`config.mk`:
```
export PLATFORM = sky130hd
export DESIGN_NAME = sync_length_checksum_frame_rx
export DESIGN_NICKNAME = d
export VERILOG_FILES = /design/src/rtl/core/slcfrx_pkg.sv /design/src/rtl/core/sync_length_checksum_frame_rx.sv
export SDC_FILE = /design/constraint.sdc
export NUM_CORES = 1
export LEC_CHECK = 0
export BUFFER_PORTS_ARGS = -buffer_cell sky130_fd_sc_hd__buf_2
export CAP_MARGIN = 0
export CELL_PAD_IN_SITES_DETAIL_PLACEMENT = 1
export CELL_PAD_IN_SITES_GLOBAL_PLACEMENT = 1
export CORE_ASPECT_RATIO = 0.5
export CORE_MARGIN = 2
export CORE_UTILIZATION = 59
export DETAILED_ROUTE_END_ITERATION = 10
export GPL_TIMING_DRIVEN = 0
export PLACE_DENSITY_LB_ADDON = 0.1
export SLEW_MARGIN = 20
export SYNTH_ARGS = -nofsm -noshare
export SYNTH_HDL_FRONTEND = slang
export SYNTH_SLANG_ARGS = --single-unit
```
`constraint.sdc`:
```
create_clock -name clk -period 7.4 [get_ports clk]
set_clock_uncertainty 0.05 [all_clocks]
set_input_delay 0 -clock clk [delete_from_list [all_inputs] [get_ports clk]]
set_output_delay 0 -clock clk [all_outputs]
set_load 0.01 [all_outputs]
```
`src/rtl/core/slcfrx_pkg.sv`:
```
`timescale 1ns / 1ps
// Shared widths and constants for the sync/length/checksum frame receiver.
// No dependencies.
package slcfrx_pkg;

  localparam int BYTE_W = 8;
  localparam int CNT_W  = 7;
  localparam int IDX_W  = 6;

  localparam logic [BYTE_W-1:0] SYNC_BYTE = 8'h5A;
  localparam logic [CNT_W-1:0]  MIN_LEN   = 7'd2;
  localparam logic [CNT_W-1:0]  HDR_LEN   = 7'd2;

  typedef logic [BYTE_W-1:0] byte_t;
  typedef logic [CNT_W-1:0]  cnt_t;
  typedef logic [IDX_W-1:0]  idx_t;

endpackage

```
`src/rtl/core/sync_length_checksum_frame_rx.sv`:
```
`timescale 1ns / 1ps
// Frame receiver: 0x5A 0x5A sync hunt, clamped length, 8-bit sum check, payload replay.
// Depends on slcfrx_pkg; frame bytes live in one single-port-read frame memory.
// An empty payload loads its result into the output register when the checksum byte is
// accepted; otherwise each payload byte goes through ST_RD (memory read), then ST_WAIT
// (output load once free). Throughput: one request per cycle while receiving, but the
// checksum byte waits for a free output and a replay blocks input until it finishes.
// Synchronous active-low reset returns to the sync hunt, output empty.
module sync_length_checksum_frame_rx #(
  parameter int FRAME_MAX = 64
) (
  input  logic                      clk,
  input  logic                      rst_n,
  input  logic                      in_valid,
  output logic                      in_ready,
  input  slcfrx_pkg::byte_t         in_rx_byte,
  output logic                      out_valid,
  input  logic                      out_ready,
  output slcfrx_pkg::byte_t         out_command,
  output slcfrx_pkg::byte_t         out_payload_byte,
  output slcfrx_pkg::idx_t          out_byte_index,
  output slcfrx_pkg::idx_t          out_payload_len,
  output logic                      out_has_byte,
  output logic                      out_last
);
  import slcfrx_pkg::*;

  localparam int AW = $clog2(FRAME_MAX);

  localparam logic [1:0] PH_SYNC = 2'd0;
  localparam logic [1:0] PH_LEN  = 2'd1;
  localparam logic [1:0] PH_DATA = 2'd2;
  localparam logic [1:0] PH_SUM  = 2'd3;

  localparam logic [1:0] ST_RX   = 2'd0;
  localparam logic [1:0] ST_RD   = 2'd1;
  localparam logic [1:0] ST_WAIT = 2'd2;

  logic [1:0] phase_r, phase_nxt;
  logic       sync_seen_r, sync_seen_nxt;
  cnt_t       byte_count_r, byte_count_nxt;
  cnt_t       frame_length_r, frame_length_nxt;
  byte_t      sum_r, sum_nxt;
  byte_t      cmd_r, cmd_nxt;
  logic [1:0] st_r, st_nxt;
  idx_t       idx_r, idx_nxt;

  logic       out_valid_r, out_valid_nxt;
  byte_t      out_command_r, out_command_nxt;
  byte_t      out_byte_r, out_byte_nxt;
  idx_t       out_index_r, out_index_nxt;
  idx_t       out_plen_r, out_plen_nxt;
  logic       out_has_r, out_has_nxt;
  logic       out_last_r, out_last_nxt;
  logic       out_load;

  byte_t      mem [FRAME_MAX];
  logic       wr_en;
  logic [AW-1:0] wr_addr;
  byte_t      wr_data;
  logic       rd_en;
  logic [AW-1:0] rd_addr;
  byte_t      rd_data_r;

  logic       in_fire;
  logic       out_free;
  cnt_t       len_c;
  cnt_t       cnt_inc;
  idx_t       plen;
  cnt_t       frame_max_c;

  assign frame_max_c = CNT_W'(FRAME_MAX);
  assign out_free    = !out_valid_r || out_ready;
  assign in_ready    = (st_r == ST_RX) && ((phase_r != PH_SUM) || out_free);
  assign in_fire     = in_valid && in_ready;
  assign len_c       = (in_rx_byte > BYTE_W'(FRAME_MAX)) ? frame_max_c : in_rx_byte[CNT_W-1:0];
  assign cnt_inc     = byte_count_r + 1'b1;
  assign plen        = IDX_W'(frame_length_r - HDR_LEN);
  assign rd_addr     = AW'(idx_r) + AW'(2);

  always_comb begin
    phase_nxt        = phase_r;
    sync_seen_nxt    = sync_seen_r;
    byte_count_nxt   = byte_count_r;
    frame_length_nxt = frame_length_r;
    sum_nxt          = sum_r;
    cmd_nxt          = cmd_r;
    st_nxt           = st_r;
    idx_nxt          = idx_r;
    wr_en            = 1'b0;
    wr_addr          = '0;
    wr_data          = in_rx_byte;
    rd_en            = 1'b0;
    out_load         = 1'b0;
    out_command_nxt  = out_command_r;
    out_byte_nxt     = out_byte_r;
    out_index_nxt    = out_index_r;
    out_plen_nxt     = out_plen_r;
    out_has_nxt      = out_has_r;
    out_last_nxt     = out_last_r;

    unique case (st_r)
      ST_RX: begin
        if (in_fire) begin
          unique case (phase_r)
            PH_SYNC: begin
              if (in_rx_byte == SYNC_BYTE) begin
                if (sync_seen_r) begin
                  sync_seen_nxt  = 1'b0;
                  byte_count_nxt = '0;
                  sum_nxt        = '0;
                  phase_nxt      = PH_LEN;
                end else begin
                  sync_seen_nxt = 1'b1;
                end
              end else begin
                sync_seen_nxt = 1'b0;
              end
            end
            PH_LEN: begin
              if (len_c < MIN_LEN) begin
                phase_nxt      = PH_SYNC;
                sync_seen_nxt  = 1'b0;
                byte_count_nxt = '0;
              end else begin
                frame_length_nxt = len_c;
                wr_en            = 1'b1;
                wr_addr          = '0;
                wr_data          = BYTE_W'(len_c);
                byte_count_nxt   = CNT_W'(1);
                sum_nxt          = BYTE_W'(len_c);
                phase_nxt        = PH_DATA;
              end
            end
            PH_DATA: begin
              if (byte_count_r < frame_length_r) begin
                wr_en          = 1'b1;
                wr_addr        = byte_count_r[AW-1:0];
                byte_count_nxt = cnt_inc;
                sum_nxt        = sum_r + in_rx_byte;
                if (byte_count_r == CNT_W'(1)) begin
                  cmd_nxt = in_rx_byte;
                end
              end
              if (byte_count_nxt == frame_length_r) begin
                phase_nxt = PH_SUM;
              end
            end
            PH_SUM: begin
              if (sum_r == in_rx_byte) begin
                if (plen == '0) begin
                  out_load        = 1'b1;
                  out_command_nxt = cmd_r;
                  out_byte_nxt    = '0;
                  out_index_nxt   = '0;
                  out_plen_nxt    = '0;
                  out_has_nxt     = 1'b0;
                  out_last_nxt    = 1'b1;
                end else begin
                  idx_nxt = '0;
                  st_nxt  = ST_RD;
                end
              end
              phase_nxt      = PH_SYNC;
              sync_seen_nxt  = 1'b0;
              byte_count_nxt = '0;
            end
            default: phase_nxt = PH_SYNC;
          endcase
        end
      end
      ST_RD: begin
        rd_en  = 1'b1;
        st_nxt = ST_WAIT;
      end
      ST_WAIT: begin
        if (out_free) begin
          out_load        = 1'b1;
          out_command_nxt = cmd_r;
          out_byte_nxt    = rd_data_r;
          out_index_nxt   = idx_r;
          out_plen_nxt    = plen;
          out_has_nxt     = 1'b1;
          out_last_nxt    = (idx_r + 1'b1) == plen;
          if ((idx_r + 1'b1) == plen) begin
            st_nxt = ST_RX;
          end else begin
            idx_nxt = idx_r + 1'b1;
            st_nxt  = ST_RD;
          end
        end
      end
      default: st_nxt = ST_RX;
    endcase

    out_valid_nxt = out_load || (out_valid_r && !out_ready);
  end

  always_ff @(posedge clk) begin
    if (wr_en) begin
      mem[wr_addr] <= wr_data;
    end
    if (rd_en) begin
      rd_data_r <= mem[rd_addr];
    end
  end

  always_ff @(posedge clk) begin
    if (!rst_n) begin
      phase_r        <= PH_SYNC;
      sync_seen_r    <= 1'b0;
      byte_count_r   <= '0;
      frame_length_r <= '0;
      sum_r          <= '0;
      st_r           <= ST_RX;
      out_valid_r    <= 1'b0;
    end else begin
      phase_r        <= phase_nxt;
      sync_seen_r    <= sync_seen_nxt;
      byte_count_r   <= byte_count_nxt;
      frame_length_r <= frame_length_nxt;
      sum_r          <= sum_nxt;
      st_r           <= st_nxt;
      out_valid_r    <= out_valid_nxt;
    end
  end

  always_ff @(posedge clk) begin
    cmd_r         <= cmd_nxt;
    idx_r         <= idx_nxt;
    out_command_r <= out_command_nxt;
    out_byte_r    <= out_byte_nxt;
    out_index_r   <= out_index_nxt;
    out_plen_r    <= out_plen_nxt;
    out_has_r     <= out_has_nxt;
    out_last_r    <= out_last_nxt;
  end

  assign out_valid        = out_valid_r;
  assign out_command      = out_command_r;
  assign out_payload_byte = out_byte_r;
  assign out_byte_index   = out_index_r;
  assign out_payload_len  = out_plen_r;
  assign out_has_byte     = out_has_r;
  assign out_last         = out_last_r;

endmodule

```
==> Word-level counts from Yosys, hierarchy flattened <==
Memories as Yosys holds them, arrays and structs flattened. A register that Yosys moved wholly into a read port is not among the register bits.
Cells that the tools add are included.
{ "classes": {"n_lt_le_gt_ge": 3, "bitwise_logic": 1, "n_addsub": 5, "eq_ne": 24, "reduce_logical": 23, "mux": 91} }
{ "op_table": {"columns": ["operator", "count"], "rows": [
  ["2-to-1 mux 8 bit", 18],
  ["2-to-1 mux 6 bit", 16],
  ["2-to-1 mux 7 bit", 7],
  ["one-hot mux 6 bit (2 select lines)", 3],
  ["one-hot mux 8 bit (2 select lines)", 2],
  ["one-hot mux 7 bit (4 select lines)", 1],
  ["2-to-1 mux 1 bit", 27],
  ["one-hot mux 8 bit (3 select lines)", 1],
  ["!= test 2 bit (second input constant)", 11],
  ["2-to-1 mux 2 bit", 9],
  ["AND reduction 5 bit", 3],
  ["AND reduction 7 bit", 2],
  ["AND reduction 4 bit", 3],
  ["adder 8 bit", 1],
  ["== test 8 x 7 -> 1 bit (second input constant)", 1],
  ["== test 8 bit", 1],
  ["greater-than comparator 8 x 7 -> 1 bit (second input constant)", 1],
  ["one-hot mux 1 bit (2 select lines)", 4],
  ["one-hot mux 2 bit (4 select lines)", 1],
  ["adder 7 x 1 -> 7 bit (second input constant)", 1],
  ["== test 7 x 1 -> 1 bit (second input constant)", 1],
  ["== test 7 bit", 1],
  ["less-than comparator 7 x 2 -> 1 bit (second input constant)", 1],
  ["less-than comparator 7 bit", 1],
  ["other kinds (18)", 30]
]} }
{ "totals": {"word_cells": 163, "inputBits": 12, "ramBits": 512, "regBits": 72, "output_inout_bits": 32, "memories": 1} }
{ "mem_list": {"columns": ["name", "words", "width", "rd", "rd_clocked_by_memory_dff", "write_ports", "line", "text"], "rows": [
  ["mem", 64, 8, 1, 1, 1, "sync_length_checksum_frame_rx.sv:57", "byte_t mem [FRAME_MAX];"]
]} }

==> Longest topological paths before layout <==
Gate-level depths: netlist (run 1).
{ "depth": {"ltp_word": 10, "ltp_mapped": 14} }

==> Worst setup path after synthesis (run 1) <==
OpenSTA, ideal clock, no wires.
{ "synth_path": {"path_kind": "register to register", "start": "reg phase_r[0]", "end": "reg out_index_r[0] (netlist: out_byte_index[0]) (enable)", "setup_ps": 427, "n_path_buf": 0, "path_stages_with_launch": 7, "required_ps": 6923, "synth_period_minus_slack_ps": 3462, "setup_slack_ps": 3938, "arrival_time_ps": 2984, "path_cell_list": "dfxtp_1 ha_1 a211oi_1 nand2_1 nor3_1 nor2_1 a21oi_1"} }
{ "synth_via": {"elab_chain_cells": 6} }
{ "synth_lines": {"columns": ["item", "line", "text"], "rows": [
  ["start, declared", "sync_length_checksum_frame_rx.sv:39", "logic [1:0] phase_r, phase_nxt;"],
  ["start signal, assigned", "sync_length_checksum_frame_rx.sv:218", "phase_r <= phase_nxt;"],
  ["!= test 2 bit", "sync_length_checksum_frame_rx.sv:74", "assign in_ready = (st_r == ST_RX) && ((phase_r != PH_SUM) || out_free);"],
  ["logical OR 1 bit", "sync_length_checksum_frame_rx.sv:74", null],
  ["logical AND 1 bit", "sync_length_checksum_frame_rx.sv:74", null],
  ["net in_ready", "sync_length_checksum_frame_rx.sv:15", "output logic in_ready,"],
  ["logical AND 1 bit", "sync_length_checksum_frame_rx.sv:75", "assign in_fire = in_valid && in_ready;"],
  ["!= test 2 bit (no source line)", null, null],
  ["AND reduction 6 bit (no source line)", null, null],
  ["end signal, assigned", "sync_length_checksum_frame_rx.sv:233", "out_index_r <= out_index_nxt;"],
  ["end, declared", "sync_length_checksum_frame_rx.sv:51", "idx_t out_index_r, out_index_nxt;"]
]} }
The timed path passes the listed nets, and every way through them passes these cells.
A chain may end at the register's enable or synchronous reset.

==> Worst setup path in the final report (run 1) <==
{ "layout_path": {"start": "reg frame_length_r[4]", "end": "mem mem[38][1] in the netlist's numbering (enable)"} }
{ "layout_via": {"elab_chain_cells": 7} }
{ "layout_lines": {"columns": ["item", "line", "text"], "rows": [
  ["start, declared", "sync_length_checksum_frame_rx.sv:42", "cnt_t frame_length_r, frame_length_nxt;"],
  ["start signal, assigned", "sync_length_checksum_frame_rx.sv:221", "frame_length_r <= frame_length_nxt;"],
  ["less-than comparator 7 bit *", "sync_length_checksum_frame_rx.sv:136", "if (byte_count_r < frame_length_r) begin"],
  ["2-to-1 mux 1 bit", "sync_length_checksum_frame_rx.sv:136", null],
  ["one-hot mux 1 bit (2 select lines)", "sync_length_checksum_frame_rx.sv:105", "unique case (phase_r)"],
  ["2-to-1 mux 1 bit", "sync_length_checksum_frame_rx.sv:104", "if (in_fire) begin"],
  ["2-to-1 mux 1 bit", "sync_length_checksum_frame_rx.sv:102", "unique case (st_r)"],
  ["2-to-1 mux 1 bit", "sync_length_checksum_frame_rx.sv:200", "if (wr_en) begin"],
  ["2-to-1 mux 1 bit (not written as such)", "sync_length_checksum_frame_rx.sv:201", "mem[wr_addr] <= wr_data;"],
  ["end, declared", "sync_length_checksum_frame_rx.sv:57", null]
]} }
Mark *: on every way between the ends. The rest lies on a longest branch, timed or not.

==> summary.txt, run 1 <==
Pre-antenna DRT Iters: 5
Post-Syn Area: 23900 sq um
Net Sw Frac: 20.1%
Die Span Y: 146 um
htree depth: 2
Worst Setup Start Kind: register
count of nets after finishing: 1357
HPWL Detailed: 38900 um
Area growth syn-to-layout: 11.2%
PD cells: 236 nW/um^2
Initial Util: 59.5%
share of post-route cells with drive strength above 1: 23.5%
die width: 289 um
TritonCTS clock tree: done
status: finished clean
WL per Instance: 31.3 um
setup TNS: 0 ps
CP arrival: 5070 ps
crit path max fanout: 8
most frequent cell after synthesis: edfxtp_1
CP required: 7560 ps
Core Util, Final: 66.2%
Num CTS Buffers: 50
Worst-Skew Late Latency: 600 ps
post-synth top area share: 70.9%
Slew Viols, Final: 0
routed vias: 12400
Rel. slew slack: 24.4%
via density per instance: 6.50
Commonest cells post-synth: edfxtp_1, mux4_2, nor2_1, nand2_1, clkbuf_1
sequential-to-total area share from yosys stat: 73.2%
first-pass GRT wire length: 88700 um
Fin. Hold Viols: 0
I/O Pins: 44
Comb power frac: 1.4%
row count: 52
RSZ-0062 raised after global routing: no
Psw: 1.26 mW
Congestion Overflow GR: 0
Tot Pwr: 6.27 mW
Syn Nets: 1246
Post-synth EDFFs: 564
Synth Area per Inst: 19.7 sq um
gp weighted congestion: 0.844
Initial DRC Count: 1490
DRC: 0
Mapped Cells: 1210
Setup CP Type: reg2reg
Hold Crit Class: in2reg
Port Buf Inserts: 42
share of flip-flops with an asynchronous set or reset: 0%
Layout Cells excl Fill: 1900
Tcrit/Tclk final: 66.4%
sequential share of power: 58.3%
Max Cap Violations: 0
Synth Register Bits: 592
largest net degree at the start of global routing: 65
initial antenna violation count: 2
max frequency: 204 MHz
Most used DFF post-synth: edfxtp_1
synth warn: 0
Finish-stage setup viols: 0
Min Clock Period, post-route: 4910 ps
clk sink count: 592
CTS clk-pin slew, worst paths: 70 ps
core area: 40100 sq um
clock group share of total power: 40.3%
internal power: 5.01 mW
VDD IR max: 0.000199 V
cell taking the most area after synthesis: edfxtp_1
GRT Util Overall: 29.4%
Clock Tree Root: clkbuf_16
post-synthesis cell type count: 57
ranking of synthesized cells by area: edfxtp_1, mux4_2, dfxtp_1
vias in the first global route: 13200
Final ANT Viol Nets: 0
Clock Path Buffers: 3
worst-margin pin slew: 1130 ps
die area: 42200 sq um
CP endpoint kind: register
Leak: 8.26 nW
routed wire length: 59500 um
Placed Instances: 1796
[cells in the final DEF (no fill, tap or decap), types with 3 or more instances in the layout]
master         instances
edfxtp_1             564
mux4_2               168
nor2_1                89
buf_2                 57
clkbuf_16             51
clkbuf_1              50
nand2_1               49
dfxtp_1               28
nand3_1               27
and2_1                23
ha_1                  23
a21oi_1               15
xnor2_1               15
inv_1                 14
xor2_1                14
o21ai_0               13
a21boi_0              12
dlygate4sd3_1         12
nor2b_1               11
clkinv_2              11
nor3_1                10
nand4_1                9
nor4_1                 6
nand2b_1               5
and3_1                 4
buf_1                  4
a32oi_1                4
and2_4                 3
a41oi_1                3
o211a_1                3
mux2i_1                3
inv_6                  3
clkinv_1               3
[kinds of logic after synthesis]
logic type	after synthesis	share of synthesized area, %
AO/OA/AOI/OAI	75	2.26
XOR/XNOR	30	1.10
adder cells (fa/ha/maj)	24	1.29
buffers and inverters	70	1.24
flip-flops	592	73.2
multiplexers	171	16.0
AND/OR/NAND/NOR	248	4.90
[final timing paths]
check / from / end / slack (ps) / cells past startpoint
hold / removal: in_rx_byte[7] / cmd_r[7] / 120 / 2
setup / recovery: frame_length_r[4] / mem[38][1] / 2490 / 12
setup reg to reg: frame_length_r[4] / mem[38][1] / 2490 / 12
hold reg to reg: cmd_r[1] / out_command[1] / 370 / 0
[critical path: stages (launching register included)]
cell	delay (ps)
dfxtp_1	310
clkbuf_1	390
inv_1	130
ha_1	330
nand4_1	110
o311ai_2	460
inv_2	150
ha_1	230
nand2_1	70
nand3_1	80
a21oi_1	410
nand4_1	830
nor2_1	1000
[metrics by stage]
step | setup WS, ps | hold WS [ps] | area, sq um
after global routing | 2270 | 118 | 26600
final | 2490 | 118 | 26600
after global placement | 2870 | 154 | 24800
after floorplan | 3940 | 48.9 | 23900
after CTS | 2570 | 98.1 | 26600
after detailed placement | 2620 | 155 | 24900
[flip-flops by register name (all words and copies together), names as in the netlist, named ones only]
signal            count
out_has_byte          1
out_last              1
cmd_r                 8
byte_count_r          7
out_valid             1
sum_r                 8
sync_seen_r           1
st_r                  2
out_payload_len       6
rd_data_r             8
out_command           8
out_payload_byte      8
mem                 512
out_byte_index        6
frame_length_r        7
idx_r                 6
phase_r               1
[metal layers]
layer  vias up  share of wire [%]  global-route usage, %
met5         -                  0                      0
met4         0                1.7                   6.89
met3        81                7.9                   5.55
met2       527                 49                   46.9
met1      6590                 42                   43.2
li1       5157                  -                      -
[cell type report]
class	count	area [sq um]
buffer	55	240
antenna	1	2.50
inverter	15	56.3
clock inverter	20	150
timing repair buffer	59	430
tap	540	676
sequential	592	17500
clock buffer	70	1370
multi-input combinational	548	6150
fill	3289	13600
[power groups by stage]
stage	registers [mW]	logic (mW)	clock network (mW)
after detailed placement	3.73	0.0816	0
after CTS	3.66	0.0860	2.55
after global routing	3.66	0.0923	2.66
final	3.66	0.0861	2.53
after global placement	3.74	0.0684	0
after floorplan	3.73	0.0338	0
[repair_timing]
action / 4_1_cts / 5_1_grt
gates resized for setup: 0 / 0
hold buffers: 12 / 0
hold endpoints to repair: 36 / 0
buffers inserted: 0 / 0
Power figures use the tool's default switching activity.
==> run 2: changes to the inputs <==
--- a/config.mk
+++ b/config.mk
@@ -5,13 +5,14 @@
 export SDC_FILE = /design/constraint.sdc
 export NUM_CORES = 1
 export LEC_CHECK = 0
+export ABC_AREA = 1
 export BUFFER_PORTS_ARGS = -buffer_cell sky130_fd_sc_hd__buf_2
 export CAP_MARGIN = 0
 export CELL_PAD_IN_SITES_DETAIL_PLACEMENT = 1
 export CELL_PAD_IN_SITES_GLOBAL_PLACEMENT = 1
 export CORE_ASPECT_RATIO = 0.5
 export CORE_MARGIN = 2
-export CORE_UTILIZATION = 59
+export CORE_UTILIZATION = 52
 export DETAILED_ROUTE_END_ITERATION = 10
 export GPL_TIMING_DRIVEN = 0
 export PLACE_DENSITY_LB_ADDON = 0.1
==> constraint.sdc (replaced) <==
create_clock -name clk -period 5.1 [get_ports clk]
set_clock_uncertainty 0.05 [all_clocks]
set_input_delay 0 -clock clk [delete_from_list [all_inputs] [get_ports clk]]
set_output_delay 0 -clock clk [all_outputs]
set_load 0.01 [all_outputs]
==> summary.txt, run 2 <==
clk sink count: 592
via density per instance: 6.54
Port Buf Inserts: 43
first-pass GRT wire length: 124000 um
storage element area: 17500 sq um
cell taking the most area after synthesis: edfxtp_1
area of the multi-input gates: 6260 sq um
CP peak stage delay: 1010 ps
Min Clock Period, post-route: 4300 ps
hold path startpoint: in_rx_byte[4]
gp weighted congestion: 1.04
vias in the first global route: 18300
Fin. Hold Viols: 0
PD cells: 349 nW/um^2
most frequent cells in the layout: edfxtp_1, nor2_1, o21ai_0, nand2_1, clkbuf_1
routed wire length: 87000 um
Commonest cells post-synth: edfxtp_1, nor2_1, o21ai_0, nand2_1, clkbuf_1
Initial DRC Count: 2715
post-synth top area share: 69.3%
worst setup path startpoint: frame_length_r[1]
sequential-to-total area share from yosys stat: 71.6%
Post-DP Area: 25900 sq um
CP endpoint kind: register
setup TNS: 0 ps
Clock Path Buffers: 3
DRC: 0
Initial Util: 52.5%
RSZ-0062 raised after global routing: no
Clock Tree Root: clkbuf_16
Worst Setup Start Kind: register
synth warn: 0
post-synthesis cell type count: 39
Finish-stage setup viols: 0
CP required: 5260 ps
Pre-antenna DRT Iters: 6
CP arrival: 4450 ps
VDD IR max: 0.000278 V
worst-margin pin slew: 1250 ps
pre-CTS setup slack: 933 ps
most frequent cell after synthesis: edfxtp_1
die area: 48900 sq um
TritonCTS clock tree: done
max frequency: 233 MHz
commonest non-fill, non-tap cell in the layout: edfxtp_1
crit path max fanout: 9
Tot Pwr: 9.68 mW
count of nets after finishing: 2149
Mapped Cells: 1989
Area growth syn-to-layout: 13.6%
I/O Pins: 44
WL per Instance: 31.2 um
Final ANT Viol Nets: 0
GRT Util Overall: 35.5%
Slew Viols, Final: 0
Congestion Overflow GR: 0
HPWL Detailed: 58700 um
Largest delay share family, worst path: simple AND/OR/NAND/NOR gates
CTS clk-pin slew, worst paths: 70 ps
die width: 311 um
Synth Area per Inst: 12.3 sq um
Most common cell on crit path: nand2_1
htree depth: 2
Worst-Skew Late Latency: 590 ps
Hold Crit Class: in2reg
Max Cap Violations: 0
Post-synth EDFFs: 564
Post-CTS Setup Bufs: 0
routed vias: 18300
Die Span Y: 157 um
crit path cell chain: inv_1 -> ha_1 -> nand2_1 -> inv_1 -> nand2_1 -> nand2_1 -> nand2_2 -> nand2_2 -> inv_2 -> nand2_2 -> inv_1 -> nand2_1 -> nor2_1 -> nand2_1 -> nor2_1
Num CTS Buffers: 51
CP Buf/Inv Count: 4
Post-Syn Area: 24400 sq um
status: finished clean
CP max stage cell: nor2_1
Rel. slew slack: 16.3%
register with the most flip-flops: mem
initial antenna violation count: 2
largest net degree at the start of global routing: 65
core area: 46600 sq um
ranking of synthesized cells by area: edfxtp_1, nor2_1, o21ai_0
Setup CP Type: reg2reg
RR Startpoint: frame_length_r[1]
share of flip-flops with an asynchronous set or reset: 0%
Most used DFF post-synth: edfxtp_1
Fill cells: 4692
Syn Nets: 2025
max reg flops: 512
Leak: 9.07 nW
CTS resizes: 0
row count: 56
Synth Register Bits: 592
share of post-route cells with drive strength above 1: 9.10%
Tcrit/Tclk final: 84.2%
post-route setup slack: 803 ps
final instance area: 27800 sq um
[run 2: cell type report]
| class | count | share of cell area (%) |
|---|---|---|
| clock inverter | 24 | 1.15 |
| buffer | 116 | 1.71 |
| inverter | 79 | 1.07 |
| clock buffer | 70 | 5.15 |
| sequential | 592 | 63.0 |
| tap | 638 | 2.88 |
| antenna | 1 | 0.00901 |
| timing repair buffer | 71 | 2.48 |
| multi-input combinational | 1202 | 22.5 |
[run 2: worst reg2reg max path, delay by kind of cell (launching register included)]
family	cells	cell delay, ps
simple gates	10	2520
flops	1	540
buf+inv	4	480
fa+ha+maj	1	310
[run 2: timing repair]
item                                   CTS  global route
hold buffers                            11             0
setup endpoints to repair                0             0
endpoints found under the hold margin   61             0
[run 2: stage by stage]
| step | utilization, % | hold WS, ps | cells |
|---|---|---|---|
| CTS | 59.6 | 145 | 2792 |
| floorplan | - | 48.9 | 1989 |
| finish | 59.6 | 152 | 2793 |
| global placement | 54.6 | 201 | 2670 |
| global route | 59.6 | 161 | 2792 |
| detailed placement | 55.6 | 208 | 2687 |
[run 2: final timing paths]
check	end	slack, ps	depth (start not counted)
worst max-delay path	mem[7][6]	800	15
worst min-delay path	cmd_r[4]	150	2
worst max register to register	mem[7][6]	800	15
worst min register to register	out_command[7]	370	0
[run 2: power by group]
part	internal, mW	switching [mW]
Combinational	0.0461	0.117
Sequential	5.31	0.000339
Clock	2.37	1.84
[run 2: cell families after synthesis]
logic type / after synthesis / synth area share (%)
compound gates: 528 / 12.8
xor+xnor: 18 / 0.645
fa+ha+maj: 24 / 1.26
buf+inv: 195 / 3.15
flops: 592 / 71.6
simple gates: 632 / 10.5
[run 2: layer usage]
layer / up-vias / part of all wire, % / GRT usage, %
met3: 245 / 13 / 10.8
li1: 7607 / - / -
met5: - / 0 / 0
met4: 0 / 4.2 / 13.8
met2: 1263 / 45 / 55.8
met1: 9156 / 38 / 46.8
==> run 3: changes to the inputs <==
--- a/config.mk
+++ b/config.mk
@@ -5,14 +5,14 @@
 export SDC_FILE = /design/constraint.sdc
 export NUM_CORES = 1
 export LEC_CHECK = 0
-export ABC_AREA = 1
+export ABC_AREA = 0
 export BUFFER_PORTS_ARGS = -buffer_cell sky130_fd_sc_hd__buf_2
 export CAP_MARGIN = 0
 export CELL_PAD_IN_SITES_DETAIL_PLACEMENT = 1
 export CELL_PAD_IN_SITES_GLOBAL_PLACEMENT = 1
 export CORE_ASPECT_RATIO = 0.5
 export CORE_MARGIN = 2
-export CORE_UTILIZATION = 52
+export CORE_UTILIZATION = 50
 export DETAILED_ROUTE_END_ITERATION = 10
 export GPL_TIMING_DRIVEN = 0
 export PLACE_DENSITY_LB_ADDON = 0.1
==> constraint.sdc (replaced) <==
create_clock -name clk -period 3.9 [get_ports clk]
set_clock_uncertainty 0.05 [all_clocks]
set_input_delay 0 -clock clk [delete_from_list [all_inputs] [get_ports clk]]
set_output_delay 0 -clock clk [all_outputs]
set_load 0.01 [all_outputs]
==> summary.txt, run 3 (synthesis gave the netlist of run 1 again) <==
status: finished clean
Tot Pwr: 12.1 mW
CP required: 4170 ps
core area: 47000 sq um
commonest non-fill, non-tap cell in the layout: edfxtp_1
via density per instance: 6.11
post-route setup slack: 138 ps
ant diodes: 0
Die Span Y: 159 um
Port Buf Inserts: 42
setup TNS: 0 ps
Initial DRC Count: 1049
TritonCTS clock tree: done
Placed Instances: 1894
initial antenna violation count: 1
final instance area: 27400 sq um
most frequent cells in the layout: edfxtp_1, mux4_2, nor2_4, buf_2, clkbuf_16
routed wire length: 59800 um
Leak: 8.41 nW
Tcrit/Tclk final: 96.4%
htree depth: 2
crit path max fanout: 10
max reg flops: 512
Slew Viols, Final: 0
clk sink count: 592
CP peak stage delay: 670 ps
Worst-Skew Late Latency: 590 ps
Clock Tree Root: clkbuf_16
die area: 49600 sq um
HPWL Detailed: 39400 um
pre-CTS setup slack: -872 ps
Hold Crit Class: in2reg
Max Cap Violations: 0
Congestion Overflow GR: 0
routed vias: 12200
Fin Hold WS: 111 ps
Post-DP Area: 25100 sq um
share of post-route cells with drive strength above 1: 30.0%
die width: 313 um
Final ANT Viol Nets: 0
Clock Path Buffers: 3
Core Util, Final: 58.3%
Worst Setup Start Kind: register
Fill cells: 4053
count of nets after finishing: 1361
Num CTS Buffers: 52
crit path cell chain: clkbuf_1 -> clkbuf_1 -> mux4_2 -> mux4_2 -> mux4_2
Fin. Hold Viols: 0
gp weighted congestion: 0.828
Most common cell on crit path: mux4_2
Layout Cells excl Fill: 2003
VDD IR max: 0.000313 V
I/O Pins: 44
DRC: 0
Initial Util: 50.8%
largest net degree at the start of global routing: 65
Min Clock Period, post-route: 3760 ps
Finish-stage setup viols: 0
CP arrival: 4030 ps
Setup CP Type: reg2reg
register with the most flip-flops: mem
vias in the first global route: 12700
first-pass GRT wire length: 86900 um
CP endpoint kind: register
row count: 56
GRT Util Overall: 24.6%
WL per Instance: 29.9 um
Area growth syn-to-layout: 14.7%
Pre-antenna DRT Iters: 4
Rel. slew slack: 21.9%
max frequency: 266 MHz
CP max stage cell: clkbuf_1
worst-margin pin slew: 1170 ps
CTS clk-pin slew, worst paths: 60 ps
PD cells: 443 nW/um^2
## run 3: cell types whose count changed in the layout (fill, tap and decap cells not counted), moves of 57 or more
cell	previous run	this run
o22ai_1	82	0
nor2_4	5	62
mux4_2	0	168
o21ai_0	287	13
nor2_1	398	23
inv_1	72	14
o211ai_1	59	2
nand2_1	118	36
## run 3: power by group
part	total [mW]	internal (mW)	leakage, nW	switching (mW)
Combinational	0.165	0.0348	2.26	0.130
Sequential	6.94	6.94	5.36	0.0000129
Clock	5.04	2.74	0.794	2.29
## run 3: area by class of cell
| class | instances | area (sq um) | share of cell area (%) |
|---|---|---|---|
| Buffer | 54 | 254 | 0.927 |
| Inverter | 15 | 56.3 | 0.205 |
| Timing Repair Buffer | 62 | 458 | 1.67 |
| Clock buffer | 71 | 1420 | 5.16 |
| Clock inverter | 23 | 204 | 0.744 |
| Multi-Input combinational cell | 548 | 6720 | 24.5 |
| Tap cell | 638 | 798 | 2.91 |
| Sequential cell | 592 | 17500 | 63.8 |
## run 3: final timing paths
check / start / slack, ps / depth (start not counted) / endpoint
max reg2reg: idx_r[1] / 140 / 5 / rd_data_r[5]
max: idx_r[1] / 140 / 5 / rd_data_r[5]
min reg2reg: cmd_r[3] / 380 / 0 / out_command[3]
min: in_rx_byte[7] / 110 / 2 / cmd_r[7]
## run 3: critical path, delay by kind of cell (launching register included)
family / cells / cell delay, ps
multiplexers: 3 / 1530
buffers and inverters: 2 / 1260
flip-flops: 1 / 630
## run 3: what timing repair did
| action | 4_1_cts | 5_1_grt |
|---|---|---|
| endpoints found under the hold margin | 34 | 0 |
| buffers inserted | 4 | 0 |
| pin swaps | 2 | 0 |
| hold buffers | 11 | 0 |
| gates resized for setup | 73 | 88 |
| endpoints found under the setup margin | 520 | 521 |
## run 3: routing by layer
metal | part of all wire (%) | track usage [%] | routed length (um) | vias to the layer above
met5 | 0 | 0 | 0 | -
met4 | 1.7 | 5.13 | 1040 | 0
met3 | 7.2 | 6.15 | 4330 | 84
met2 | 46 | 38.5 | 27700 | 413
met1 | 45 | 35.5 | 26700 | 6565
li1 | - | - | - | 5176
